<file path="src/rtl/core/scan_code_to_ascii_translator_macros.svh">
// Assertion macros shared by the scan code translator RTL.
`ifndef SCAN_CODE_TO_ASCII_TRANSLATOR_MACROS_SVH
`define SCAN_CODE_TO_ASCII_TRANSLATOR_MACROS_SVH

// The consequent must hold in the cycle after the antecedent.
`define SC2A_ASSERT_NEXT(label, clk, rstn, ante, cons) \
    label: assert property (@(posedge clk) disable iff (!(rstn)) (ante) |=> (cons)) \
        else $error("scan code translator: next-cycle check failed");

// The consequent must hold in the same cycle as the antecedent.
`define SC2A_ASSERT_SAME(label, clk, rstn, ante, cons) \
    label: assert property (@(posedge clk) disable iff (!(rstn)) (ante) |-> (cons)) \
        else $error("scan code translator: same-cycle check failed");

`endif

</file>
<file path="src/rtl/core/sc2a_pkg.sv">
// Scan code constants and translation tables for the scan code translator.
package sc2a_pkg;

    localparam int unsigned CODE_W  = 8;
    localparam int unsigned TABLE_N = 64;

    typedef logic [CODE_W-1:0] byte_t;

    // Make codes.
    localparam byte_t SC_ESCAPE      = 8'h01;
    localparam byte_t SC_LCTRL_MAKE  = 8'h1d;
    localparam byte_t SC_LSHIFT_MAKE = 8'h2a;
    localparam byte_t SC_RSHIFT_MAKE = 8'h36;
    localparam byte_t SC_CAPS_MAKE   = 8'h3a;
    localparam byte_t SC_RCTRL_MAKE  = 8'h5a;
    localparam byte_t SC_UP_MAKE     = 8'h48;
    localparam byte_t SC_LEFT_MAKE   = 8'h4b;
    localparam byte_t SC_RIGHT_MAKE  = 8'h4d;
    localparam byte_t SC_DOWN_MAKE   = 8'h50;

    // Break codes.
    localparam byte_t SC_LCTRL_BREAK  = 8'h9d;
    localparam byte_t SC_LSHIFT_BREAK = 8'haa;
    localparam byte_t SC_RSHIFT_BREAK = 8'hb6;
    localparam byte_t SC_CAPS_BREAK   = 8'hba;
    localparam byte_t SC_RCTRL_BREAK  = 8'hda;

    // Output characters.
    localparam byte_t CH_UP        = 8'h86;
    localparam byte_t CH_LEFT      = 8'h83;
    localparam byte_t CH_RIGHT     = 8'h84;
    localparam byte_t CH_DOWN      = 8'h85;
    localparam byte_t CH_BACKSPACE = 8'h08;
    localparam byte_t CH_LOWER_H   = 8'h68;
    localparam byte_t CH_SPACE     = 8'h20;
    localparam byte_t CH_NONE      = 8'h00;

    localparam byte_t PLAIN_KEYS [0:TABLE_N-1] = '{
        8'h20, 8'h20, 8'h31, 8'h32, 8'h33, 8'h34, 8'h35, 8'h36,
        8'h37, 8'h38, 8'h39, 8'h30, 8'h2d, 8'h3d, 8'h08, 8'h09,
        8'h71, 8'h77, 8'h65, 8'h72, 8'h74, 8'h79, 8'h75, 8'h69,
        8'h6f, 8'h70, 8'h5b, 8'h5d, 8'h0d, 8'h20, 8'h61, 8'h73,
        8'h64, 8'h66, 8'h67, 8'h68, 8'h6a, 8'h6b, 8'h6c, 8'h3b,
        8'h27, 8'h60, 8'h20, 8'h5c, 8'h7a, 8'h78, 8'h63, 8'h76,
        8'h62, 8'h6e, 8'h6d, 8'h2c, 8'h2e, 8'h2f, 8'h20, 8'h20,
        8'h20, 8'h20, 8'h20, 8'h20, 8'h20, 8'h20, 8'h20, 8'h20
    };

    localparam byte_t UPPER_KEYS [0:TABLE_N-1] = '{
        8'h20, 8'h20, 8'h21, 8'h40, 8'h23, 8'h24, 8'h25, 8'h5e,
        8'h26, 8'h2a, 8'h28, 8'h29, 8'h5f, 8'h2b, 8'h08, 8'h09,
        8'h51, 8'h57, 8'h45, 8'h52, 8'h54, 8'h59, 8'h55, 8'h49,
        8'h4f, 8'h50, 8'h7b, 8'h7d, 8'h0d, 8'h20, 8'h41, 8'h53,
        8'h44, 8'h46, 8'h47, 8'h48, 8'h4a, 8'h4b, 8'h4c, 8'h3a,
        8'h22, 8'h7e, 8'h20, 8'h7c, 8'h5a, 8'h58, 8'h43, 8'h56,
        8'h42, 8'h4e, 8'h4d, 8'h3c, 8'h3e, 8'h3f, 8'h20, 8'h20,
        8'h20, 8'h20, 8'h20, 8'h20, 8'h20, 8'h20, 8'h20, 8'h20
    };

    // Codes with bit 6 set have no table entry and read as a space; other codes index the table by their low six bits.
    function automatic byte_t plain_key(input byte_t code);
        return code[6] ? CH_SPACE : PLAIN_KEYS[code[5:0]];
    endfunction

    function automatic byte_t upper_key(input byte_t code);
        return code[6] ? CH_SPACE : UPPER_KEYS[code[5:0]];
    endfunction

endpackage

</file>
<file path="src/rtl/core/scan_code_to_ascii_translator.sv">
// Scan code set 1 to ASCII translator with modifier tracking.
//
// The input channel (s_valid, s_ready, s_scan_code) takes one raw scan code
// word per cycle while s_ready is high. The result channel (m_valid,
// m_ready, m_character, m_power_off) gives at most one word for each scan
// code: break codes, modifier makes and the caps lock make give none.
// A scan code is held in an input register, translated against the modifier
// flags, and written to the result register when that register is empty or
// its result is being taken, and the result is offered from that register.
// Throughput is one scan code per cycle while the receiver takes each result;
// the single output register sets it. When the receiver stalls with a result
// waiting, the input register still takes one more code, and s_ready then
// drops until the result is taken. The escape make gives character zero with
// m_power_off set. Synchronous reset clears both registers' valid flags and
// all modifier flags, including caps lock.
`include "scan_code_to_ascii_translator_macros.svh"

module scan_code_to_ascii_translator (
    input  logic       aclk,
    input  logic       aresetn,
    input  logic       s_valid,
    output logic       s_ready,
    input  logic [7:0] s_scan_code,
    output logic       m_valid,
    input  logic       m_ready,
    output logic [7:0] m_character,
    output logic       m_power_off
);

    logic                 in_valid_reg;
    sc2a_pkg::byte_t      code_reg;
    logic                 out_valid_reg;
    sc2a_pkg::byte_t      character_reg;
    logic                 power_off_reg;
    logic                 lshift_reg, rshift_reg, lctrl_reg, rctrl_reg, caps_reg;

    logic                 lshift_next, rshift_next, lctrl_next, rctrl_next, caps_next;
    logic                 produce;
    sc2a_pkg::byte_t      character_next;
    logic                 power_off_next;
    logic                 out_free;
    logic                 advance;

    assign out_free = !out_valid_reg || m_ready;
    assign advance  = in_valid_reg && out_free;
    assign s_ready  = !in_valid_reg || advance;

    always_comb begin
        lshift_next    = lshift_reg;
        rshift_next    = rshift_reg;
        lctrl_next     = lctrl_reg;
        rctrl_next     = rctrl_reg;
        caps_next      = caps_reg;
        produce        = 1'b0;
        character_next = sc2a_pkg::CH_NONE;
        power_off_next = 1'b0;
        priority if (code_reg[7]) begin
            unique case (code_reg)
                sc2a_pkg::SC_LCTRL_BREAK:  lctrl_next  = 1'b0;
                sc2a_pkg::SC_LSHIFT_BREAK: lshift_next = 1'b0;
                sc2a_pkg::SC_RSHIFT_BREAK: rshift_next = 1'b0;
                sc2a_pkg::SC_CAPS_BREAK:   caps_next   = !caps_reg;
                sc2a_pkg::SC_RCTRL_BREAK:  rctrl_next  = 1'b0;
                default: ;
            endcase
        end else begin
            unique case (code_reg)
                sc2a_pkg::SC_ESCAPE: begin
                    produce        = 1'b1;
                    power_off_next = 1'b1;
                end
                sc2a_pkg::SC_LCTRL_MAKE:  lctrl_next  = 1'b1;
                sc2a_pkg::SC_LSHIFT_MAKE: lshift_next = 1'b1;
                sc2a_pkg::SC_RSHIFT_MAKE: rshift_next = 1'b1;
                sc2a_pkg::SC_CAPS_MAKE:   ;
                sc2a_pkg::SC_RCTRL_MAKE:  rctrl_next  = 1'b1;
                sc2a_pkg::SC_UP_MAKE: begin
                    produce        = 1'b1;
                    character_next = sc2a_pkg::CH_UP;
                end
                sc2a_pkg::SC_LEFT_MAKE: begin
                    produce        = 1'b1;
                    character_next = sc2a_pkg::CH_LEFT;
                end
                sc2a_pkg::SC_RIGHT_MAKE: begin
                    produce        = 1'b1;
                    character_next = sc2a_pkg::CH_RIGHT;
                end
                sc2a_pkg::SC_DOWN_MAKE: begin
                    produce        = 1'b1;
                    character_next = sc2a_pkg::CH_DOWN;
                end
                default: begin
                    produce = 1'b1;
                    priority if ((lctrl_reg || rctrl_reg) &&
                                 sc2a_pkg::plain_key(code_reg) == sc2a_pkg::CH_LOWER_H) begin
                        character_next = sc2a_pkg::CH_BACKSPACE;
                    end else if ((lshift_reg || rshift_reg) != caps_reg) begin
                        character_next = sc2a_pkg::upper_key(code_reg);
                    end else begin
                        character_next = sc2a_pkg::plain_key(code_reg);
                    end
                end
            endcase
        end
    end

    always_ff @(posedge aclk) begin
        if (!aresetn) begin
            in_valid_reg  <= 1'b0;
            out_valid_reg <= 1'b0;
            lshift_reg    <= 1'b0;
            rshift_reg    <= 1'b0;
            lctrl_reg     <= 1'b0;
            rctrl_reg     <= 1'b0;
            caps_reg      <= 1'b0;
        end else begin
            if (s_ready) begin
                in_valid_reg <= s_valid;
            end
            if (advance) begin
                out_valid_reg <= produce;
                lshift_reg    <= lshift_next;
                rshift_reg    <= rshift_next;
                lctrl_reg     <= lctrl_next;
                rctrl_reg     <= rctrl_next;
                caps_reg      <= caps_next;
            end else if (m_ready) begin
                out_valid_reg <= 1'b0;
            end
        end
    end

    always_ff @(posedge aclk) begin
        if (s_valid && s_ready) begin
            code_reg <= s_scan_code;
        end
        if (advance) begin
            character_reg <= character_next;
            power_off_reg <= power_off_next;
        end
    end

    assign m_valid     = out_valid_reg;
    assign m_character = character_reg;
    assign m_power_off = power_off_reg;

    `SC2A_ASSERT_SAME(a_power_off_zero_char, aclk, aresetn,
        out_valid_reg && power_off_reg, character_reg == sc2a_pkg::CH_NONE)
    `SC2A_ASSERT_NEXT(a_break_no_result, aclk, aresetn,
        advance && code_reg[7], !out_valid_reg)
    `SC2A_ASSERT_NEXT(a_caps_toggles, aclk, aresetn,
        advance && code_reg == sc2a_pkg::SC_CAPS_BREAK, caps_reg != $past(caps_reg))
    `SC2A_ASSERT_NEXT(a_held_code_kept, aclk, aresetn,
        in_valid_reg && !advance, in_valid_reg && $stable(code_reg))

endmodule
</file>
<file path="config.mk">
export PLATFORM = sky130hd
export DESIGN_NAME = scan_code_to_ascii_translator
export DESIGN_NICKNAME = d
export VERILOG_FILES = /design/src/rtl/core/sc2a_pkg.sv /design/src/rtl/core/scan_code_to_ascii_translator.sv
export VERILOG_INCLUDE_DIRS = /design/src /design/src/rtl/core
export SDC_FILE = /design/constraint.sdc
export NUM_CORES = 1
export LEC_CHECK = 0
export ABC_CLOCK_PERIOD_IN_PS = 5800
export BUFFER_PORTS_ARGS = -buffer_cell sky130_fd_sc_hd__buf_2
export CAP_MARGIN = 20
export CORE_MARGIN = 4
export CORE_UTILIZATION = 65
export DETAILED_ROUTE_END_ITERATION = 8
export GPL_TIMING_DRIVEN = 0
export PLACE_DENSITY = 0.86
export SYNTH_ARGS = -nofsm -noshare
export SYNTH_HDL_FRONTEND = slang
export SYNTH_SLANG_ARGS = --single-unit
export TNS_END_PERCENT = 20
</file>
<file path="constraint.sdc">
create_clock -name aclk -period 5.8 [get_ports aclk]
set_input_delay 1.74 -clock aclk [delete_from_list [all_inputs] [get_ports aclk]]
set_output_delay 1.74 -clock aclk [all_outputs]
set_load 0.01 [all_outputs]
</file>
Yosys cells after proc, flatten, opt, wreduce, memory -nomap -nowiden
Memory sizes are Yosys's and may differ from the RTL's. Index checks and enable logic that the tools add are counted.

Equality and inequality tests: 21. Bitwise operators: 1. Reduce and logical (&&, ||, !) cells: 22. Order comparisons: 1. Muxes and demuxes: 26.

Operators with widths (count): 8-bit two-way mux (8); 8-bit by 7-bit == test with 1-bit output, second input constant (6); 8-bit == test, second input constant (5); 8-bit case mux with 5 select lines (1); 8-bit by 6-bit == test with 1-bit output, second input constant (3); 1-bit two-way mux (17); 3-bit AND reduction (5); 2-bit nonzero test (5); 8-bit by 1-bit == test with 1-bit output, second input constant (1); 8-bit by 5-bit == test with 1-bit output, second input constant (1); 2-bit by 1-bit != test with 1-bit output, second input constant (4); 7-bit >= comparator, second input constant (1); 6-bit inverter with 7-bit output (1); 6-bit OR reduction (1); 5-bit OR reduction (1); 1-bit logical OR (4); 1-bit logical AND (3); 1-bit logical NOT (3); 1-bit != test (1).

Bits of input ports: 12. Output and inout port bits: 11. Memories kept: 2. Bits in read-only memories: 1024. Register bits after elaboration: 24. Logic and storage cells: 83.

Memory list: (name not given) (depth 64, width 8, rd ports 1, clocked after Yosys merged registers in 0, wr ports 0, line sc2a_pkg.sv:62) `return code[6] ? CH_SPACE : PLAIN_KEYS[code[5:0]];`; (name not given) (depth 64, width 8, rd ports 1, clocked after Yosys merged registers in 0, wr ports 0, line sc2a_pkg.sv:66) `return code[6] ? CH_SPACE : UPPER_KEYS[code[5:0]];`.

Longest topological paths before layout
Gate-level depths: netlist of the first run.

Word-level depth: 9. Mapped depth: 11. Mapped depth without buffers: 8.

Worst setup path after synthesis of the first run
No wires, ideal clock.

Path kind: input port to output port. Start point: in m_ready. End point: out s_ready. Slack: 1963 ps. Stages on the path: 2. Arrival time: 2097 ps. Required time: 4060 ps. Cell sequence: nor2b_1 nand2_1.

Word-level cells in the longest chain between the ends: 3.

Ends and longest elaborated chain: start: declaration (line scan_code_to_ascii_translator.sv:25) `input logic m_ready,`; 1-bit logical OR (line scan_code_to_ascii_translator.sv:44) `assign out_free = !out_valid_reg || m_ready;`; 1-bit logical AND (line scan_code_to_ascii_translator.sv:45) `assign advance = in_valid_reg && out_free;`; 1-bit logical OR (line scan_code_to_ascii_translator.sv:46) `assign s_ready = !in_valid_reg || advance;`; end: declaration (line scan_code_to_ascii_translator.sv:22) `output logic s_ready,`.

No other way between the ends.

Worst setup path in the final report of the first run
Ends and elaborated chain as after synthesis.

==> key figures, run 1 <==
Placement
  – Quantity of I/O buffers inserted on ports: 22
  – Half-perimeter wire length after detailed placement: 5.26 mm
  – RePlAce Congestion: 1.09

Timing
  – Setup TNS: 0 ps
  – Worst slack on hold paths: 536 ps
  – Worst-margin pin slew: 923 ps
  – Final-report hold violation count: 0
  – Minimum clock period: 4150 ps
  – Normalized max-slew margin: 38.2%
  – Layout Skew: 4.38 ps
  – F_max: 0.241 GHz
  – Number of pins exceeding their max-slew limit in the final report: 0
  – Setup violators final: 0
  – Tcrit/Tclk final: 71.5%
  – RSZ-0062 raised after global routing: false

Critical path
  – Reg2reg setup slack: 2500 ps
  – Launching element type of the critical path: primary input
  – Crit Path Class: in -> out
  – Delay contributed by the slowest stage of the critical path: 300 ps
  – Critical-path cell list: buf_2, nor2b_1, nand2_1, buf_2
  – Endpoint class of the critical path: primary output
  – Crit Reg-Reg Endpoint: m_character[0]$_SDFFCE_PP0P_
  – Critical Path Most Common Cell: sky130_fd_sc_hd__buf_2
  – Arrival time at the worst endpoint: 2410 ps
  – Crit path launch: m_ready
  – R2R Path Start: code_reg[0]$_DFFE_PP_
  – Worst r2r path cells: 10
  – Largest fanout of any net on the critical path: 5
  – Required time of the critical path: 4060 ps
  – Critical Path Slowest Stage Cell: sky130_fd_sc_hd__nor2b_1
  – Worst Setup EP: s_ready

Route
  – DRC violations left: 0
  – Met3 wire length: 1.10 mm
  – Detailed-route via count: 2551
  – Met2 WL post-DR: 3.14 mm
  – Top routing layer in use: met4
  – Antenna violation net count after detailed routing: 0
  – Number of detailed-route iterations in the first pass: 6
  – Met1 wire length: 2.66 mm
  – Final routed wirelength across all metal layers: 7.41 mm
  – DRT iter0 DRCs: 535
  – Average via count per standard cell: 7.25
  – Detailed-route wire length per cell: 21.1 um

Clocking
  – Bufs on Longest Clock Path: 2
  – Worst-Skew Late Latency: 330 ps
  – Clock tree from TritonCTS: done
  – Number of sinks on the clock net: 24
  – Clock transition at the register clock pins on the worst setup and hold paths after CTS: 140 ps
  – H-tree depth: 1
  – # Post-CTS Setup Buffers: 0
  – Cell at the root of the clock tree: sky130_fd_sc_hd__clkbuf_4
  – Number of buffers inserted by hold repair at cts: 0
  – Cts bufs inserted: 3
  – Quantity of gates resized following cts: 0

Logic synthesis
  – Mapped cell area: 2360 um2
  – Nets in the synthesized netlist: 300
  – Top flip-flop cell by instance count after synthesis: sky130_fd_sc_hd__edfxtp_1
  – Total of warnings raised by yosys: 0
  – Flip-flop and latch count after synthesis: 24
  – Count of unique library cells instantiated by Yosys: 66
  – Fraction of the yosys area taken by sequential cells: 27.5%
  – Cells after Synth: 280
  – Post-Synthesis Mean Instance Area: 8.44 um2
  – Number of enable flip-flop cells after synthesis: 17
  – Fraction of registers with async set/reset: 0%

Floorplanning
  – Count of boundary I/O pins: 23
  – Total number of placement rows: 21
  – DIE AREA: 4660 um2
  – Vertical die dimension: 68.3 um
  – Horizontal die dimension: 68.3 um
  – Starting density of the core: 69.2%
  – Core Region: 3420 um2

GRT
  – Maximum number of pins on one net before global-route repair: 15
  – Number of antenna violations at the first check in global routing: 0
  – All-Layer GR Usage: 34.1%
  – Total overflow reported by the global router: 0
  – Via count of the first global-routing pass: 2449
  – First-pass GRT wire length: 11.8 mm

Power
  – Power Total: 0.466 mW
  – Static Leak: 0.984 nW
  – Areal power density over the cells: 180 nW/um2
  – Worst-case vdd ir drop: 0.216 mV

Status
  – Result of the run: finished clean

Cells and area
  – Layout overhead on the synthesized area: 9.32%
  – Antenna cell count: 0
  – Share of layout cells above drive strength 1: 19.3%
  – Final Net Count: 327
  – Number of fillers in the final layout: 260

Hold path
  – Worst hold path type: reg -> reg
  – Cell depth of the worst hold path: 1

Flow run
  – Max capacitance violation total: 0
==> cell usage in the layout, fill, tap and decap left out, types with 3 or more instances in the layout <==
| cell | n |
|---|---|
| sky130_fd_sc_hd__o2111ai_1 | 3 |
| sky130_fd_sc_hd__dfxtp_1 | 7 |
| sky130_fd_sc_hd__o21ai_0 | 13 |
| sky130_fd_sc_hd__o311ai_0 | 3 |
| sky130_fd_sc_hd__o21ai_1 | 5 |
| sky130_fd_sc_hd__nand2b_1 | 6 |
| sky130_fd_sc_hd__nor2b_1 | 7 |
| sky130_fd_sc_hd__edfxtp_1 | 17 |
| sky130_fd_sc_hd__clkbuf_4 | 4 |
| sky130_fd_sc_hd__buf_6 | 5 |
| sky130_fd_sc_hd__nand3_1 | 10 |
| sky130_fd_sc_hd__o221ai_1 | 3 |
| sky130_fd_sc_hd__xnor2_1 | 5 |
| sky130_fd_sc_hd__a21o_1 | 3 |
| sky130_fd_sc_hd__a31oi_1 | 7 |
| sky130_fd_sc_hd__ha_1 | 8 |
| sky130_fd_sc_hd__clkbuf_1 | 3 |
| sky130_fd_sc_hd__nor3_1 | 9 |
| sky130_fd_sc_hd__a211oi_1 | 5 |
| sky130_fd_sc_hd__inv_1 | 11 |
| sky130_fd_sc_hd__o211ai_1 | 5 |
| sky130_fd_sc_hd__buf_2 | 33 |
| sky130_fd_sc_hd__nand4_1 | 5 |
| sky130_fd_sc_hd__nor2_1 | 27 |
| sky130_fd_sc_hd__nand3b_1 | 4 |
| sky130_fd_sc_hd__and3_1 | 4 |
| sky130_fd_sc_hd__a21oi_1 | 15 |
| sky130_fd_sc_hd__and2_1 | 3 |
| sky130_fd_sc_hd__mux2i_1 | 9 |
| sky130_fd_sc_hd__nand2_1 | 21 |
==> layout make-up <==
| cell class | count | area (um2) | area share, % |
|---|---|---|---|
| clock buffers | 3 | 22.5 | 0.872 |
| clock inverters | 1 | 30.0 | 1.16 |
| multi-input cells | 221 | 1500 | 58.1 |
| flip-flops and latches | 24 | 651 | 25.2 |
| inverters | 11 | 41.3 | 1.60 |
| well taps | 46 | 57.6 | 2.23 |
| plain buffers | 24 | 171 | 6.63 |
| repair buffers | 22 | 110 | 4.26 |
==> metal layers <==
| layer | up-vias | global-route usage [%] |
|---|---|---|
| met5 | - | 0 |
| met1 | 1117 | 42.9 |
| met3 | 74 | 9.85 |
| li1 | 1104 | - |
| met2 | 256 | 51.7 |
| met4 | 0 | 19.6 |
==> stage by stage <==
step           cell area [um2]  instances  setup WS (ps)  utilization (%)
2_1_floorplan             2360        280           1960                -
4_1_cts                   2580        352           1660             75.6
3_5_place_dp              2530        348           1660             74.1
5_1_grt                   2580        352           1610             75.6
6_report                  2580        352           1650             75.6
3_3_place_gp              2530        348           1710             74.1
==> cell usage after synthesis (4+ instances only) <==
cell type	instances	area share (%)
sky130_fd_sc_hd__nand4_1	5	1.3
sky130_fd_sc_hd__buf_2	11	2.3
sky130_fd_sc_hd__mux2i_1	9	3.8
sky130_fd_sc_hd__inv_1	11	1.7
sky130_fd_sc_hd__nor2b_1	7	1.9
sky130_fd_sc_hd__nand2b_1	6	1.6
sky130_fd_sc_hd__nand2_1	21	3.3
sky130_fd_sc_hd__ha_1	8	4.2
sky130_fd_sc_hd__xnor2_1	5	1.9
sky130_fd_sc_hd__o211ai_1	5	1.6
sky130_fd_sc_hd__buf_6	5	2.4
sky130_fd_sc_hd__a211oi_1	5	1.6
sky130_fd_sc_hd__nor3_1	9	1.9
sky130_fd_sc_hd__edfxtp_1	17	22
sky130_fd_sc_hd__a31oi_1	7	1.9
sky130_fd_sc_hd__nand3_1	10	2.1
sky130_fd_sc_hd__o21ai_1	5	1.1
sky130_fd_sc_hd__dfxtp_1	7	5.9
sky130_fd_sc_hd__a21oi_1	15	3.2
sky130_fd_sc_hd__o21ai_0	13	2.8
sky130_fd_sc_hd__nor2_1	27	4.3
sky130_fd_sc_hd__nand3b_1	4	1.3
sky130_fd_sc_hd__and3_1	4	1.1
==> power breakdown <==
part	switching (mW)	internal (mW)	total, mW
combinational	0.0916	0.0518	0.143
clock	0.0554	0.0700	0.125
sequential	0.00505	0.192	0.197
==> cell families (layout without fill, tap and decap cells) <==
family	Yosys count	in the layout	share of synthesized area, %
AO/OA/AOI/OAI	89	89	28.6
adder cells (fa/ha/maj)	8	8	4.24
XOR/XNOR	7	7	2.59
multiplexers	11	11	4.76
AND/OR/NAND/NOR	106	106	23.3
buffers and inverters	35	61	9.00
flip-flops	24	24	27.5
==> worst max-delay path: cells and delay by family <==
kind	cells	cell delay [ps]
buffers and inverters	2	250
and+or+nand+nor	2	410
==> how the worst min path moves through the flow <==
stage | start | to
finish | code_reg[7]$_DFFE_PP_ | lctrl_reg$_SDFFE_PN0P_
CTS | code_reg[7]$_DFFE_PP_ | lctrl_reg$_SDFFE_PN0P_
global placement | lshift_reg$_SDFFE_PN0P_ | lshift_reg$_SDFFE_PN0P_
detailed placement | code_reg[7]$_DFFE_PP_ | lctrl_reg$_SDFFE_PN0P_
global route | lctrl_reg$_SDFFE_PN0P_ | lctrl_reg$_SDFFE_PN0P_
floorplan | rctrl_reg$_SDFFE_PN0P_ | rctrl_reg$_SDFFE_PN0P_
No activity file was read; power rests on OpenSTA's default activity.
==> inputs of run 2 (changes only) <==
ABC_CLOCK_PERIOD_IN_PS = 4170   (was 5800)
CORE_UTILIZATION = 60   (was 65)
PLACE_DENSITY = 0.81   (was 0.86)
clock period = 4.17 ns   (was 5.8 ns; I/O delays follow)
==> run 2 against run 1 <==
Against the previous run: sequential cell count is the same; register-to-register slack lost 1600 ps; hold slack lost 33 ps; design area is 0.19% higher; global-route usage is 3.5 points lower; cell count rose by 0.57%; core utilization down 6.5 points; non-clock buffer count is the same; routed wire length is 1.3% lower; clock-buffer cell count grew 1; sequential power is 39% higher; critical path depth up 6; critical path type is now reg -> reg; largest power group unchanged.
==> key figures, run 2 (synthesis gave the netlist of run 1 again) <==
Cells and area
  – Share of layout cells above drive strength 1: 19.3% (unchanged)
  – Antenna cell count: 0 (unchanged)
  – Most common library cell in the layout ignoring fill and taps: sky130_fd_sc_hd__buf_2
  – Layout overhead on the synthesized area: 9.53%
  – Most frequent cells in the layout: sky130_fd_sc_hd__buf_2 (33), sky130_fd_sc_hd__nor2_1 (27), sky130_fd_sc_hd__nand2_1 (21)
  – Number of fillers in the final layout: 316 (+22%)
  – Final Net Count: 327 (unchanged)
  – Fin area: 2590 um2 (+0.19%)

Critical path
  – Endpoint class of the critical path: flip-flop
  – Critical-path cell list: buf_2, inv_1, ha_1, clkbuf_1, nand2_1, o2111ai_1, nand4_1, o21ai_0, o41ai_4, o31ai_1
  – Delay contributed by the slowest stage of the critical path: 510 ps (+210 ps)
  – Arrival time at the worst endpoint: 3380 ps (+970 ps)
  – Critical Path Slowest Stage Cell: sky130_fd_sc_hd__edfxtp_1
  – Crit Path Class: reg -> reg
  – Launching element type of the critical path: flip-flop
  – Required time of the critical path: 4270 ps (+210 ps)
  – Largest fanout of any net on the critical path: 10 (+5)

Timing
  – Layout Skew: 7.90 ps (+3.52 ps)
  – RSZ-0062 raised after global routing: false
  – Minimum clock period: 3280 ps
  – Final-report hold violation count: 0 (unchanged)
  – Normalized max-slew margin: 42.6% (+4.4 points)
  – F_max: 0.305 GHz
  – Tcrit/Tclk final: 78.6%
  – Setup violators final: 0 (unchanged)
  – Setup TNS: 0 ps (unchanged)
  – Worst-margin pin slew: 854 ps (-68.7 ps)
  – Number of pins exceeding their max-slew limit in the final report: 0 (unchanged)

Power
  – Static Leak: 0.985 nW (about the same)
  – Power Total: 0.630 mW (+35%)
  – Areal power density over the cells: 244 nW/um2 (+35%)
  – Worst-case vdd ir drop: 0.258 mV (+19%)

Placement
  – Placed Instance Area: 2530 um2 (about the same)
  – Half-perimeter wire length after detailed placement: 5.31 mm (+0.94%)
  – RePlAce Congestion: 1.08 (-0.94%)
  – Quantity of I/O buffers inserted on ports: 22 (unchanged)

Route
  – Detailed-route wire length per cell: 20.7 um (-1.9%)
  – DRC violations left: 0 (unchanged)
  – Met1 wire length: 2.79 mm (+4.7%)
  – Antenna violation net count after detailed routing: 0 (unchanged)
  – Average via count per standard cell: 6.95 (-4.1%)
  – DRT iter0 DRCs: 517 (-3.4%)
  – Number of detailed-route iterations in the first pass: 6 (unchanged)
  – Met3 wire length: 938 um (-15%)
  – Top routing layer in use: met4
  – Met2 WL post-DR: 3.10 mm (-1.1%)
  – Detailed-route via count: 2461 (-3.5%)
  – Final routed wirelength across all metal layers: 7.32 mm (-1.3%)

Clocking
  – Cts bufs inserted: 3 (unchanged)
  – Number of sinks on the clock net: 24 (unchanged)
  – Clock tree from TritonCTS: done
  – Worst-Skew Late Latency: 280 ps (-50 ps)
  – H-tree depth: 1 (unchanged)
  – Bufs on Longest Clock Path: 2 (unchanged)
  – Number of buffers inserted by hold repair at cts: 0 (unchanged)
  – Cell at the root of the clock tree: sky130_fd_sc_hd__clkbuf_8
  – Clock transition at the register clock pins on the worst setup and hold paths after CTS: 80 ps (-60 ps)
  – Quantity of gates resized following cts: 0 (unchanged)
  – # Post-CTS Setup Buffers: 0 (unchanged)

GRT
  – Maximum number of pins on one net before global-route repair: 14 (-1)
  – Number of antenna violations at the first check in global routing: 0 (unchanged)
  – First-pass GRT wire length: 12.0 mm (+2.3%)
  – Total overflow reported by the global router: 0 (unchanged)
  – All-Layer GR Usage: 30.6% (-3.5 points)
  – Via count of the first global-routing pass: 2381 (-2.8%)

Floorplanning
  – Starting density of the core: 63.1% (-6.1 points)
  – Horizontal die dimension: 70.8 um (+3.6%)
  – Total number of placement rows: 22 (+4.8%)
  – Vertical die dimension: 70.8 um (+3.6%)
  – Count of boundary I/O pins: 23 (unchanged)
  – Core Region: 3740 um2 (+9.6%)
  – DIE AREA: 5010 um2 (+7.3%)

Flow run
  – Max capacitance violation total: 0 (unchanged)

Status
  – Result of the run: finished clean

Hold path
  – Worst hold path type: reg -> reg
-- run 2: changes by cell type in the layout (fill, tap and decap cells not counted), sizes merged --
cell,before,now
bufinv,1,0
clkbuf,7,8
-- run 2: per-layer routing --
metal	track usage, %	up-vias
li1	-	1102
met1	40.3	1087
met2	44.8	215
met3	8.52	57
met4	17.5	0
met5	0	-
-- run 2: layout make-up --
type	instances	area, um2	share of cell area, %
Multi-Input combinational cell	221	1500	58.0
Sequential cell	24	651	25.1
Buffer	24	171	6.62
Timing Repair Buffer	22	110	4.25
Tap cell	48	60.1	2.32
Clock buffer	4	55.1	2.13
Inverter	11	41.3	1.59
-- run 2: metrics by stage --
step / hold WS, ps / std cells / utilization [%] / setup WS (ps)
finish: 503 / 354 / 69.2 / 894
global route: 538 / 354 / 69.2 / 735
CTS: 507 / 354 / 69.2 / 1060
detailed placement: 502 / 350 / 67.7 / 1060
global placement: 480 / 350 / 67.7 / 1060
floorplan: 464 / 280 / - / 1310
-- run 2: critical path, delay by kind of cell, from the launching register on --
family,cells,cell delay [ps]
DFF,1,510
AOI/OAI and AO/OA,4,1070
adders and majority gates,1,260
and+or+nand+nor,2,320
buffers and inverters,3,950
-- run 2: final timing paths --
kind | endpoint | cells past startpoint | start | slack [ps]
worst min register to register | lctrl_reg$_SDFFE_PN0P_ | 1 | code_reg[7]$_DFFE_PP_ | 500
worst min-delay path | lctrl_reg$_SDFFE_PN0P_ | 1 | code_reg[7]$_DFFE_PP_ | 500
worst max-delay path | m_character[2]$_SDFFCE_PP0P_ | 10 | code_reg[0]$_DFFE_PP_ | 890
worst max register to register | m_character[2]$_SDFFCE_PP0P_ | 10 | code_reg[0]$_DFFE_PP_ | 890
-- run 2: power breakdown --
| group | leakage (nW) | switching (mW) | internal [mW] | total [mW] |
|---|---|---|---|---|
| Clock | 0.0288 | 0.0731 | 0.0845 | 0.158 |
| Combinational | 0.739 | 0.127 | 0.0720 | 0.199 |
| Sequential | 0.217 | 0.00662 | 0.267 | 0.274 |
| Total | 0.985 | 0.207 | 0.424 | 0.630 |
